[config.mk]
export PLATFORM = sky130hd
export DESIGN_NAME = hex_register_link_master_unit
export DESIGN_NICKNAME = d
export VERILOG_FILES = /design/src/rtl/hrl_pkg.sv /design/src/rtl/hrl_check.sv /design/src/rtl/hex_register_link_master_unit.sv
export SDC_FILE = /design/constraint.sdc
export NUM_CORES = 1
export LEC_CHECK = 0
export ABC_AREA = 1
export BUFFER_PORTS_ARGS = -buffer_cell sky130_fd_sc_hd__buf_2
export CORE_ASPECT_RATIO = 0.7
export CORE_MARGIN = 2
export CORE_UTILIZATION = 45
export CTS_CLUSTER_DIAMETER = 150
export CTS_CLUSTER_SIZE = 16
export DETAILED_ROUTE_END_ITERATION = 6
export SETUP_SLACK_MARGIN = 0.3
export SYNTH_ARGS = -nofsm -noshare
export SYNTH_HDL_FRONTEND = slang
export SYNTH_HIERARCHICAL = 1
export SYNTH_SLANG_ARGS = --single-unit
[constraint.sdc]
create_clock -name i_clk -period 4.4 [get_ports i_clk]
set_input_delay 0.44 -clock i_clk [delete_from_list [all_inputs] [get_ports i_clk]]
set_output_delay 0.44 -clock i_clk [all_outputs]
set_load 0.05 [all_outputs]
[src/rtl/hrl_pkg.sv]
package hrl_pkg;

    typedef enum logic [1:0] {
        MODE_NONE,
        MODE_WRITE,
        MODE_READ
    } t_mode;

    localparam logic [1:0] OP_WRITE   = 2'd0;
    localparam logic [1:0] OP_READ    = 2'd1;
    localparam logic [1:0] OP_BYTE    = 2'd2;
    localparam logic [1:0] OP_TIMEOUT = 2'd3;

    localparam logic [2:0] ST_OK        = 3'd0;
    localparam logic [2:0] ST_ADDR_BAD  = 3'd1;
    localparam logic [2:0] ST_VALUE_BAD = 3'd2;
    localparam logic [2:0] ST_WSUM_BAD  = 3'd3;
    localparam logic [2:0] ST_RSUM_BAD  = 3'd4;
    localparam logic [2:0] ST_SHORT     = 3'd5;

    localparam logic [0:0] KIND_TX   = 1'b0;
    localparam logic [0:0] KIND_DONE = 1'b1;

    typedef struct packed {
        logic [2:0] status;
        logic [7:0] read_value;
    } t_result;

endpackage

[src/rtl/hrl_check.sv]
module hrl_check (
    input  hrl_pkg::t_mode    i_mode,
    input  logic [7:0]        i_addr,
    input  logic [7:0]        i_value,
    input  logic [5:0][7:0]   i_chars,
    output hrl_pkg::t_result  o_result
);

    function automatic logic [4:0] nib_of(input logic [7:0] c);
        logic [4:0] r;
        begin
            if (c >= 8'h30 && c <= 8'h39) begin
                r = {1'b0, c[3:0]};
            end else if ((c >= 8'h61 && c <= 8'h66) || (c >= 8'h41 && c <= 8'h46)) begin
                r = {1'b0, 4'(c[3:0] + 4'd9)};
            end else begin
                r = 5'h10;
            end
            return r;
        end
    endfunction

    function automatic logic [7:0] pair_value(input logic [7:0] hi_c, input logic [7:0] lo_c);
        logic [4:0] hi;
        logic [4:0] lo;
        logic [7:0] r;
        begin
            hi = nib_of(hi_c);
            lo = nib_of(lo_c);
            if (lo[4]) begin
                r = 8'hFF;
            end else if (hi[4]) begin
                r = {4'hF, lo[3:0]};
            end else begin
                r = {hi[3:0], lo[3:0]};
            end
            return r;
        end
    endfunction

    logic [7:0] w_ea;
    logic [7:0] w_ev;
    logic [7:0] w_ec;
    logic       w_sum_ok;

    assign w_ea     = pair_value(i_chars[0], i_chars[1]);
    assign w_ev     = pair_value(i_chars[2], i_chars[3]);
    assign w_ec     = pair_value(i_chars[4], i_chars[5]);
    assign w_sum_ok = (w_ec == 8'(w_ea + w_ev));

    always_comb begin
        o_result.status     = hrl_pkg::ST_OK;
        o_result.read_value = 8'd0;
        if (i_mode == hrl_pkg::MODE_WRITE) begin
            if (i_addr == 8'd0 && i_value == 8'd0) begin
                o_result.status = hrl_pkg::ST_OK;
            end else if (w_ea != i_addr) begin
                o_result.status = hrl_pkg::ST_ADDR_BAD;
            end else if (w_ev != i_value) begin
                o_result.status = hrl_pkg::ST_VALUE_BAD;
            end else if (!w_sum_ok) begin
                o_result.status = hrl_pkg::ST_WSUM_BAD;
            end
        end else begin
            if (w_ea != i_addr) begin
                o_result.status = hrl_pkg::ST_ADDR_BAD;
            end else if (!w_sum_ok) begin
                o_result.status = hrl_pkg::ST_RSUM_BAD;
            end else begin
                o_result.read_value = w_ev;
            end
        end
    end

endmodule

[src/rtl/hex_register_link_master_unit.sv]
// Host side of an ASCII-hex register link. Each accepted input word is decoded in the
// cycle it is taken and its results are loaded into a ten-entry output shift buffer that
// drains one word per cycle while the output is not stalled: a write command yields ten
// transmit words, a read command eight, the eighth reply byte or a timeout during a
// pending command one completion word, and other inputs none. The first result appears
// the cycle after acceptance. New input is held off while the buffer still drains a
// command. The next input word is taken in the same cycle the final buffered result is
// taken, so there is no gap between runs.
module hex_register_link_master_unit (
    input  logic       i_clk,
    input  logic       i_rst_n,
    input  logic       i_valid,
    output logic       o_stall,
    input  logic [1:0] i_opcode,
    input  logic [7:0] i_reg_address,
    input  logic [7:0] i_write_value,
    input  logic [7:0] i_received_byte,
    output logic       o_valid,
    input  logic       i_stall,
    output logic       o_kind,
    output logic [7:0] o_transmit_byte,
    output logic [2:0] o_status,
    output logic [7:0] o_read_value,
    output logic       o_last
);

    localparam int FRAME_LEN = 10;

    function automatic logic [7:0] hex_digit(input logic [3:0] n);
        logic [7:0] r;
        begin
            if (n < 4'd10) begin
                r = 8'h30 + {4'd0, n};
            end else begin
                r = 8'h57 + {4'd0, n};
            end
            return r;
        end
    endfunction

    hrl_pkg::t_mode      r_mode, n_mode;
    logic [7:0]          r_addr, n_addr;
    logic [7:0]          r_value, n_value;
    logic [2:0]          r_count, n_count;
    logic [5:0][7:0]     r_chars, n_chars;
    logic [7:0]          r_buf [FRAME_LEN];
    logic [7:0]          n_buf [FRAME_LEN];
    logic [3:0]          r_cnt, n_cnt;
    logic                r_kind, n_kind;
    logic [2:0]          r_status, n_status;
    logic [7:0]          r_rdval, n_rdval;

    logic                w_accept;
    logic                w_take;
    logic [7:0]          w_sum;
    logic [7:0]          w_prev;
    hrl_pkg::t_result    w_result;

    hrl_check u_check (
        .i_mode   (r_mode),
        .i_addr   (r_addr),
        .i_value  (r_value),
        .i_chars  (r_chars),
        .o_result (w_result)
    );

    assign o_valid         = (r_cnt != 4'd0);
    assign o_stall         = (r_cnt > 4'd1) || (r_cnt == 4'd1 && i_stall);
    assign w_accept        = i_valid && !o_stall;
    assign w_take          = o_valid && !i_stall;
    assign w_sum           = 8'(i_reg_address + i_write_value);
    assign w_prev          = 8'(i_reg_address - 8'd1);

    assign o_kind          = r_kind;
    assign o_transmit_byte = r_buf[0];
    assign o_status        = r_status;
    assign o_read_value    = r_rdval;
    assign o_last          = (r_cnt == 4'd1);

    always_comb begin
        n_mode   = r_mode;
        n_addr   = r_addr;
        n_value  = r_value;
        n_count  = r_count;
        n_chars  = r_chars;
        n_buf    = r_buf;
        n_cnt    = r_cnt;
        n_kind   = r_kind;
        n_status = r_status;
        n_rdval  = r_rdval;

        // advance the output buffer
        if (w_take) begin
            for (int i = 0; i < FRAME_LEN - 1; i++) begin
                n_buf[i] = r_buf[i + 1];
            end
            n_cnt = r_cnt - 4'd1;
        end

        if (w_accept) begin
            case (i_opcode)
                hrl_pkg::OP_WRITE: begin
                    n_mode   = hrl_pkg::MODE_WRITE;
                    n_addr   = i_reg_address;
                    n_value  = i_write_value;
                    n_count  = 3'd0;
                    n_buf[0] = 8'h7B;
                    n_buf[1] = 8'h30;
                    n_buf[2] = 8'h30;
                    n_buf[3] = hex_digit(i_reg_address[7:4]);
                    n_buf[4] = hex_digit(i_reg_address[3:0]);
                    n_buf[5] = hex_digit(i_write_value[7:4]);
                    n_buf[6] = hex_digit(i_write_value[3:0]);
                    n_buf[7] = hex_digit(w_sum[7:4]);
                    n_buf[8] = hex_digit(w_sum[3:0]);
                    n_buf[9] = 8'h7D;
                    n_cnt    = 4'd10;
                    n_kind   = hrl_pkg::KIND_TX;
                    n_status = hrl_pkg::ST_OK;
                    n_rdval  = 8'd0;
                end
                hrl_pkg::OP_READ: begin
                    n_mode   = hrl_pkg::MODE_READ;
                    n_addr   = i_reg_address;
                    n_value  = 8'd0;
                    n_count  = 3'd0;
                    n_buf[0] = 8'h7B;
                    n_buf[1] = 8'h66;
                    n_buf[2] = 8'h66;
                    n_buf[3] = hex_digit(i_reg_address[7:4]);
                    n_buf[4] = hex_digit(i_reg_address[3:0]);
                    n_buf[5] = hex_digit(w_prev[7:4]);
                    n_buf[6] = hex_digit(w_prev[3:0]);
                    n_buf[7] = 8'h7D;
                    n_cnt    = 4'd8;
                    n_kind   = hrl_pkg::KIND_TX;
                    n_status = hrl_pkg::ST_OK;
                    n_rdval  = 8'd0;
                end
                hrl_pkg::OP_TIMEOUT: begin
                    if (r_mode != hrl_pkg::MODE_NONE) begin
                        n_mode   = hrl_pkg::MODE_NONE;
                        n_count  = 3'd0;
                        n_buf[0] = 8'd0;
                        n_cnt    = 4'd1;
                        n_kind   = hrl_pkg::KIND_DONE;
                        n_status = hrl_pkg::ST_SHORT;
                        n_rdval  = 8'd0;
                    end
                end
                hrl_pkg::OP_BYTE: begin
                    if (r_mode != hrl_pkg::MODE_NONE) begin
                        if (r_count == 3'd7) begin
                            n_mode   = hrl_pkg::MODE_NONE;
                            n_count  = 3'd0;
                            n_buf[0] = 8'd0;
                            n_cnt    = 4'd1;
                            n_kind   = hrl_pkg::KIND_DONE;
                            n_status = w_result.status;
                            n_rdval  = w_result.read_value;
                        end else begin
                            for (int i = 0; i < 6; i++) begin
                                if (r_count == 3'(i + 1)) begin
                                    n_chars[i] = i_received_byte;
                                end
                            end
                            n_count = r_count + 3'd1;
                        end
                    end
                end
                default: begin
                    n_mode = r_mode;
                end
            endcase
        end
    end

    always_ff @(posedge i_clk) begin
        if (!i_rst_n) begin
            r_mode  <= hrl_pkg::MODE_NONE;
            r_addr  <= 8'd0;
            r_value <= 8'd0;
            r_count <= 3'd0;
            r_cnt   <= 4'd0;
        end else begin
            r_mode  <= n_mode;
            r_addr  <= n_addr;
            r_value <= n_value;
            r_count <= n_count;
            r_cnt   <= n_cnt;
        end
    end

    always_ff @(posedge i_clk) begin
        r_chars  <= n_chars;
        r_buf    <= n_buf;
        r_kind   <= n_kind;
        r_status <= n_status;
        r_rdval  <= n_rdval;
    end

endmodule

==> results.tsv, run 1 <==
metric	value	unit
synth_edf_count	60	
min_from	i_write_value[7]	
cp_common_cell	inv_1	
io_pins	53	
regToRegStartpoint	r_chars[17]	
die_area	22100	µm²
die_w	177	µm
drive_above_1_share	0.124	
synthAdderAreaFrac	0.0707	
synth_warnings	6	
crit_start	r_chars[17]	
leakage	5.03	nW
post-dp-hpwl	18200	µm
period_needed	3.72	ns
skew	0.00787	ns
fp-row-count	44	
ys_top_cells_by_area	dfxtp_1 21%, edfxtp_1 19%, nand2_1 14%	
setup_ws	0.678	ns
vias	8039	
yosys.area_share.simple	0.304	
n_fill_cell	2061	
clk_pin_slew	0.07	ns
synth_common_cells	362 x nand2_1, 184 x inv_1, 100 x nand3_1	
start_util	0.456	
setup_viol	0	
ys_types	57	
drt_first_pass_iters	5	
crit_fanout	8	
ir_drop	250	µV
required	4.68	ns
yosys.area_share.xor_xnor	0.0279	
drv_cap	0	
synth.avg_cell_area	7.40	µm²
mappedNetlistArea	9420	µm²
synth.area.mux_share	0.0117	
grt_max_degree	67	
place_worst_setup_slack	0.772	ns
slew_headroom	0.394	
synth_nets	1354	
io_buffers	52	
numClockSinks	157	
ctsHoldBuffers	0	
grtUsageMet3	0.0596	
viasPerCell	5.02	
met2_usage	0.278	
synthCells	1272	
setup.worst_path.start_class	flip-flop	
drc_errors	0	
drt_iter0_markers	787	
cts.repair.resized	0	
power	0.00550	W
ant_nets	0	
h-tree-depth	4	
grt_pass1_wl	39000	µm
n_antenna_cell	0	
synthToLayoutAreaGrowth	11.4	%
crit_path_end_kind	flip-flop	
grt_pass1_vias	7290	
root_buffer	clkbuf_16	
outcome	complete, no violations	
critPathMaxStageDelay	0.53	ns
path_cells	inv_1, ha_1, nor2_1, nand3_1, nand3_1, o21ai_0, nor3b_1, inv_1, ha_1, nand2_1, inv_1, nand4_1, nand3_1, xor2_1, xor2_1, nand3_2, nor2_4, nand3_4, nor2_2, inv_1, nor2_1	
finalWirelength	24000	µm
synth_top_area_frac	0.206	
setup_tns	0	ns
cts_tree	done	
crit_arrival	4.01	ns
synth_top_family_by_area	simple AND/OR/NAND/NOR gates	
nets	1394	
synth_top_area_cell	dfxtp_1	
grt_use_met1	0.376	
gp_congestion	0.909	
die_y	125	µm
worst-setup-path-type	reg2reg	
finalCritPeriodShare	0.846	
hold-worst-slack	0.305	ns
cellPowerDensity	524	nW/µm²
synth_most_common_cell	nand2_1	
final-hold-violation-count	0	
async_reset_ff_frac	0	
ys_ff_latch	157	
synth_compound_area_frac	0.0844	
cts_buffers	17	
slowest_stage	nor3b_1	
clock_path_buffers	2	
final-max-slew-violation-count	0	
tightest_slew	0.905	ns
fmax	0.269	GHz
cts_setup_buffers	0	
worstSkewPairLatency	0.43	ns
track_usage	0.226	
avgRoutedWirePerCell	15.0	µm
rsz0062_at_grt	false	
coreArea	20600	µm²
hp-class	in2reg	
busiest_layer	met1	
synth_ff_type	dfxtp_1	
yosysSeqAreaShare	0.398	
antenna_found_initial	0	
grt_overflow	0	
-- final cells by class --
| cell class | instances | area, µm² | share of cell area |
|---|---|---|---|
| multi-input cells | 876 | 4700 | 0.448 |
| repair buffers | 60 | 320 | 0.0305 |
| inverters | 200 | 751 | 0.0716 |
| clock buffers | 18 | 439 | 0.0419 |
| clock inverters | 14 | 191 | 0.0183 |
| well taps | 276 | 345 | 0.0329 |
| flip-flops and latches | 157 | 3740 | 0.357 |
-- cells by family (layout without fill, tap and decap cells) --
| kind of cell | Yosys count | count (layout) |
|---|---|---|
| and+or+nand+nor | 644 | 644 |
| buffers and inverters | 239 | 292 |
| DFF | 157 | 157 |
| AOI/OAI and AO/OA | 139 | 139 |
| adders and majority gates | 52 | 52 |
| xor gates and xnor gates | 30 | 30 |
| muxes | 11 | 11 |
-- per-stage QoR --
stage | util | std cells | cell area, µm²
5_1_grt | 0.508 | 1601 | 10500
3_3_place_gp | 0.477 | 1569 | 9860
3_5_place_dp | 0.477 | 1569 | 9860
6_report | 0.508 | 1601 | 10500
2_1_floorplan | - | 1272 | 9420
4_1_cts | 0.508 | 1601 | 10500
-- where the power goes --
| part | leakage, nW | internal [W] | switching (W) |
|---|---|---|---|
| clock network | 0.313 | 0.000931 | 0.000666 |
| logic | 3.37 | 0.000584 | 0.00125 |
| registers | 1.35 | 0.00188 | 0.000184 |
| total | 5.03 | 0.00340 | 0.00210 |
-- worst paths after layout --
| path | endpoint | slack [ns] | depth (start not counted) |
|---|---|---|---|
| hold reg to reg | r_buf[13] | 0.43 | 2 |
| hold / removal | r_value[7] | 0.31 | 3 |
| setup reg to reg | o_read_value[3] | 0.68 | 21 |
| setup / recovery | o_read_value[3] | 0.68 | 21 |
-- sequential cells by signal (all words and copies together), names as in the netlist --
signal           cells
r_buf               64
r_chars             48
o_read_value         8
o_transmit_byte      8
r_addr               8
r_value              8
r_cnt                4
o_status             3
r_count              3
r_mode               2
o_kind               1
-- cells in the final DEF (no fill, tap or decap), types with 3 or more instances in the layout --
cell type	netlist	layout
nand4_1	19	19
nand2_1	362	361
a31oi_1	6	6
nor2_1	93	93
nor2_2	17	17
nor3_2	3	3
xnor2_1	8	8
o21bai_1	3	3
o21ai_0	70	70
or2_2	3	3
clkbuf_16	0	17
mux2i_1	11	11
xor2_1	22	22
o21ai_1	13	13
a21oi_1	19	19
nand3_1	100	100
inv_8	0	3
inv_1	184	184
nor2_4	3	3
inv_2	14	14
o211ai_1	12	12
nand2_2	15	16
bufinv_16	0	3
inv_6	0	5
buf_2	15	52
dfxtp_1	97	97
ha_1	50	50
buf_4	11	8
nor3_1	8	8
edfxtp_1	60	60
nand2_4	5	5
-- critical path: cells and delay by family (launching register included) --
family | cells | cell delay (ns)
buffers and inverters | 4 | 0.36
AOI/OAI and AO/OA | 1 | 0.17
adders and majority gates | 2 | 0.57
DFF | 1 | 0.42
xor gates and xnor gates | 2 | 0.37
and+or+nand+nor | 12 | 1.69
-- routing by layer --
layer  vias up  wire [µm]
met5         -          0
met4         0        215
met3        12       2070
met2       232       8520
met1      3666      13200
li1       4129          -
No activity file was read; power rests on OpenSTA's default activity.
==> inputs of run 2 (changes only) <==
- ABC_AREA: 1 -> 0
- clock period: 4.4 -> 3.35 ns (I/O delays scaled with it)
==> run 2 against run 1 <==
The flow now finishes with violations (setup timing). Final cell count shrank 15%. Total power grew 31%. Clock power is 16% higher. Clock skew grew 0.0030 ns. Die area shrank 3.3%. Sequential power rose by 33%. Fmax fell by 4.5%. Design area up 5.5%. Critical path depth down 5. Critical path type unchanged.
==> results.tsv, run 2 <==
metric	value	unit
drive_above_1_share	0.240	
top_regs	r_buf: 64 flops, r_chars: 48 flops	
ys_ff_latch	157	
period_needed	3.90	ns
fmax	0.257	GHz
drt_iter0_markers	692	
crit_arrival	4.20	ns
synth.avg_cell_area	9.35	µm²
synth_common_cells	137 x nand2_1, 97 x dfxtp_1, 60 x edfxtp_1	
die_area	21400	µm²
synth_top_area_frac	0.213	
regArea	3740	µm²
start_util	0.460	
synth_most_common_cell	nand2_1	
nets	1167	
h-tree-depth	4	
r2r_end	o_status[0]	
power.internal	0.00442	W
cts_buffers	17	
synth_nets	1055	
worst-setup-path-type	reg2reg	
final_cell_mix	135 x nand2_1, 97 x dfxtp_1, 88 x buf_4	
largest_reg_flops	64	
post-dp-hpwl	17700	µm
ys_top_cells_by_area	dfxtp_1 21%, edfxtp_1 20%, ha_1 6.9%	
synth_warnings	6	
root_buffer	clkbuf_16	
grt_pass1_wl	37900	µm
met1_length	13300	µm
rsz0062_at_grt	true	
hold_depth	1	
layout_commonest_cell	nand2_1	
drc_errors	0	
synth_edf_count	60	
hold-worst-slack	0.169	ns
r2r_cells	16	
mappedNetlistArea	9100	µm²
worstSkewPairLatency	0.43	ns
netSwitchingFraction	0.387	
avgRoutedWirePerCell	17.8	µm
crit_fanout	6	
final-hold-violation-count	0	
clock_path_buffers	2	
crit_path_end_kind	flip-flop	
ant_nets	0	
grt_overflow	0	
top_layer	met4	
grt_pass1_vias	6880	
io_buffers	52	
drt_first_pass_iters	5	
ir_drop	1160	µV
finalWirelength	24300	µm
skew	0.0109	ns
n_antenna_cell	0	
cellPowerDensity	651	nW/µm²
vias	7569	
holdPathEnd	r_chars[38]	
wl_met3	1530	µm
synth_top_area_cell	dfxtp_1	
utilization	0.559	
async_reset_ff_frac	0	
gp_congestion	0.885	
rrSetupSlack	-0.55	ns
drv_cap	0	
grt_max_degree	50	
regToRegStartpoint	r_chars[23]	
synthCells	973	
leakage	4.41	nW
slew_headroom	0.373	
numClockSinks	157	
yosysSeqAreaShare	0.411	
outcome	finished, violations left	
setup_viol	11	
multi_input_area	5220	µm²
largest-register	r_buf	
ys_types	90	
io_pins	53	
tightest_slew	0.938	ns
die_y	123	µm
cts_tree	done	
coreArea	19800	µm²
final-max-slew-violation-count	0	
seqPwrFrac	0.381	
ctsHoldBuffers	0	
track_usage	0.229	
setup_ws	-0.548	ns
setup.worst_path.start_class	flip-flop	
n_fill_cell	1816	
p_clk_frac	0.256	
min_from	i_received_byte[6]	
finalCritPeriodShare	1.16	
fp-row-count	43	
power_switching	0.00279	W
viasPerCell	5.53	
antenna_found_initial	0	
required	3.65	ns
clk_pin_slew	0.07	ns
hp-class	in2reg	
die_w	174	µm
synth_ff_type	dfxtp_1	
failed_checks	setup timing	
synthToLayoutAreaGrowth	21.6	%
met2WireLength	9250	µm
power_frac_comb	0.363	
run 2: cell types whose count changed after synthesis, sizes merged, moves of 21 or more:
cell | previous run | this run
xnor2 | 8 | 29
a21oi | 19 | 50
inv | 198 | 49
nor2 | 113 | 45
a211oi | 1 | 24
nand2 | 382 | 137
nand3 | 104 | 19
o21ai | 85 | 39
run 2: routing by layer:
metal / vias to the layer above / global-route usage
met5: - / 0
met4: 0 / 0.0557
met3: 16 / 0.0412
met2: 223 / 0.296
met1: 3568 / 0.378
li1: 3762 / -
run 2: what timing repair did:
| action | in CTS | in global routing |
|---|---|---|
| resized for setup | 28 | 24 |
| pin swaps | 16 | 5 |
| setup buffers | 7 | 2 |
| endpoints found under the setup margin | 11 | 15 |
run 2: worst max-delay path by stage:
stage                      startpoint          end  slack [ns]  cells past startpoint
after floorplan           r_chars[12]  o_status[0]       -0.47                     14
after global placement    r_chars[12]  o_status[0]       -0.54                     15
after detailed placement  r_chars[24]  o_status[0]       -0.70                     17
after CTS                  r_chars[3]  o_status[0]       -0.52                     16
after global routing      r_chars[15]  o_status[0]       -0.66                     18
final                     r_chars[23]  o_status[0]       -0.55                     16
run 2: critical path: stages (launching register included):
cell       delay (ns)
edfxtp_1         0.37
or4b_2           0.75
o22ai_2          0.19
a21boi_1         0.25
inv_1            0.11
ha_4             0.28
buf_6            0.12
nand2b_1         0.14
o211ai_1         0.14
a311oi_2         0.24
xnor2_1          0.15
o21bai_4         0.14
a2111oi_2        0.05
buf_4            0.14
or4_4            0.41
a22oi_2          0.13
o21a_1           0.15
run 2: final cells by class:
class	count	area share
flip-flops and latches	157	0.338
repair buffers	146	0.0917
clock inverters	14	0.0112
inverters	49	0.0166
multi-input cells	714	0.472
well taps	270	0.0305
clock buffers	18	0.0397
run 2: cell families after synthesis:
family / count (synthesis) / share of synthesized area
and+or+nand+nor: 351 / 0.201
AOI/OAI and AO/OA: 248 / 0.194
DFF: 157 / 0.411
buffers and inverters: 102 / 0.0555
adders and majority gates: 52 / 0.0731
xor gates and xnor gates: 41 / 0.0410
muxes: 22 / 0.0246
run 2: power groups by stage:
stage	registers (W)	clock network (W)	logic, W
3_5_place_dp	0.00278	0	0.00261
3_3_place_gp	0.00277	0	0.00257
4_1_cts	0.00274	0.00189	0.00262
6_report	0.00275	0.00185	0.00262
2_1_floorplan	0.00277	0	0.00204
5_1_grt	0.00280	0.00196	0.00290
run 2: per-stage QoR:
step                TNS [ns]  power [W]  area (µm²)  cells  setup WS (ns)
finish                 -5.31    0.00721       11100   1368         -0.548
global route           -6.74    0.00766       11100   1368         -0.656
CTS                    -4.94    0.00725       10900   1366         -0.519
detailed placement     -6.97    0.00538       10200   1327         -0.701
global placement       -5.26    0.00534       10200   1327         -0.543
floorplan              -4.09    0.00482        9180    973         -0.467
==> inputs of run 3 (changes only) <==
- clock period: 3.35 -> 4.4 ns (I/O delays scaled with it)
==> run 3 against run 2 <==
Routed wire length is 3.1% lower. Design area is 5.4% lower. Total power is 24% lower. Utilization is 3.0 points lower. Die area stayed put. The run now ends clean. Fmax is 3.3% lower. Flip-flop and latch count stayed put.
==> results.tsv, run 3 (synthesis results as in run 2) <==
metric	value	unit
outcome	complete, no violations	
r2r_end	o_status[0]	
viasPerCell	5.65	
n_fill_cell	1848	
utilization	0.529	
top_layer	met5	
drt_first_pass_iters	5	
die_w	174	µm
ir_drop	930	µV
finalCritPeriodShare	0.916	
largest_reg_flops	64	
skew	0.00751	ns
ant_nets	0	
numClockSinks	157	
cellPowerDensity	520	nW/µm²
grt_pass1_wl	36400	µm
layout_commonest_cell	nand2_1	
worstSkewPairLatency	0.43	ns
final-max-slew-violation-count	0	
grt_overflow	0	
gp_congestion	0.843	
met2WireLength	8810	µm
cts_tree	done	
final_area	10500	µm²
rsz0062_at_grt	true	
r2r_cells	15	
post-dp-hpwl	16800	µm
critPathMaxStageDelay	0.56	ns
grt_pass1_vias	6433	
setup.worst_path.start_class	flip-flop	
coreArea	19800	µm²
drv_cap	0	
fp-row-count	43	
rrSetupSlack	0.37	ns
crit_buf_inv	1	
crit_path_end_kind	flip-flop	
hp-class	in2reg	
hold_depth	1	
nets	1102	
avgRoutedWirePerCell	18.1	µm
grt_max_degree	56	
drc_errors	0	
top_regs	r_buf: 64 flops, r_chars: 48 flops	
slowest_stage	or4b_4	
cts_buffers	17	
finalWirelength	23600	µm
clk_pin_slew	0.07	ns
start_util	0.460	
synthToLayoutAreaGrowth	15.0	%
final_cell_mix	135 x nand2_1, 97 x dfxtp_1, 60 x edfxtp_1	
path_cells	or4b_4, a311o_2, mux2_4, ha_4, inv_2, fa_2, nor2b_4, o21ai_1, xnor2_1, xnor2_1, nand2_1, a2111oi_4, or4_4, a22oi_2, o21a_1	
drt_iter0_markers	695	
hold-worst-slack	0.274	ns
final-hold-violation-count	0	
h-tree-depth	4	
power	0.00545	W
fmax	0.248	GHz
io_buffers	52	
setup_tns	0	ns
regToRegStartpoint	r_chars[12]	
drive_above_1_share	0.188	
n_antenna_cell	0	
period_needed	4.03	ns
cp_common_cell	xnor2_1	
largest-register	r_buf	
ctsHoldBuffers	0	
antenna_found_initial	1	
place_area	9530	µm²
wl_met3	1610	µm
die_area	21400	µm²
crit_family	compound AO/OA/AOI/OAI gates	
slew_headroom	0.276	
crit_arrival	4.21	ns
tightest_slew	1.08	ns
track_usage	0.219	
met1_length	12900	µm
crit_fanout	5	
clock_path_buffers	2	
die_y	123	µm
vias	7362	
holdPathEnd	r_chars[21]	
leakage	4.05	nW
required	4.58	ns
io_pins	53	
root_buffer	clkbuf_16	
setup_viol	0	
min_from	i_received_byte[5]	
worst-setup-path-type	reg2reg	
-- run 3: per-stage QoR --
step	setup WS, ns	std cells
after global placement	0.194	1257
after CTS	0.308	1289
final	0.370	1303
after detailed placement	0.00674	1257
after global routing	0.187	1303
after floorplan	0.360	973
-- run 3: area by class of cell --
class                           instances  area [µm²]  share of cell area
Clock inverter                         12         104             0.00992
Multi-Input combinational cell        714        5140               0.491
Clock buffer                           20         457              0.0436
Sequential cell                       157        3740               0.358
Timing Repair Buffer                   81         503              0.0481
Tap cell                              270         338              0.0323
Inverter                               49         184              0.0176
-- run 3: worst max-delay path by stage --
| stage | from | end | slack (ns) | cells after the start |
|---|---|---|---|---|
| floorplan | r_chars[8] | o_status[0] | 0.36 | 15 |
| global placement | r_chars[27] | o_read_value[5] | 0.19 | 15 |
| detailed placement | r_chars[27] | o_read_value[7] | 0.007 | 15 |
| CTS | r_chars[23] | o_status[0] | 0.31 | 13 |
| global route | r_chars[24] | o_status[0] | 0.19 | 17 |
| finish | r_chars[12] | o_status[0] | 0.37 | 15 |
-- run 3: power by group --
part | leakage [nW] | total [W] | switching (W) | internal, W
Combinational | 2.43 | 0.00195 | 0.00126 | 0.000696
Clock | 0.272 | 0.00140 | 0.000634 | 0.000769
Sequential | 1.35 | 0.00209 | 0.000210 | 0.00188
Total | 4.05 | 0.00545 | 0.00210 | 0.00335
-- run 3: timing repair --
action	CTS	global route
resized for setup	6	48
hold endpoints to repair	0	0
setup buffers	0	14
setup endpoints to repair	11	11
pin swaps	0	18
-- run 3: layer usage --
metal | track usage | vias to the layer above
li1 | - | 3629
met1 | 0.367 | 3490
met2 | 0.277 | 223
met3 | 0.0415 | 18
met4 | 0.0504 | 2
met5 | 0 | -
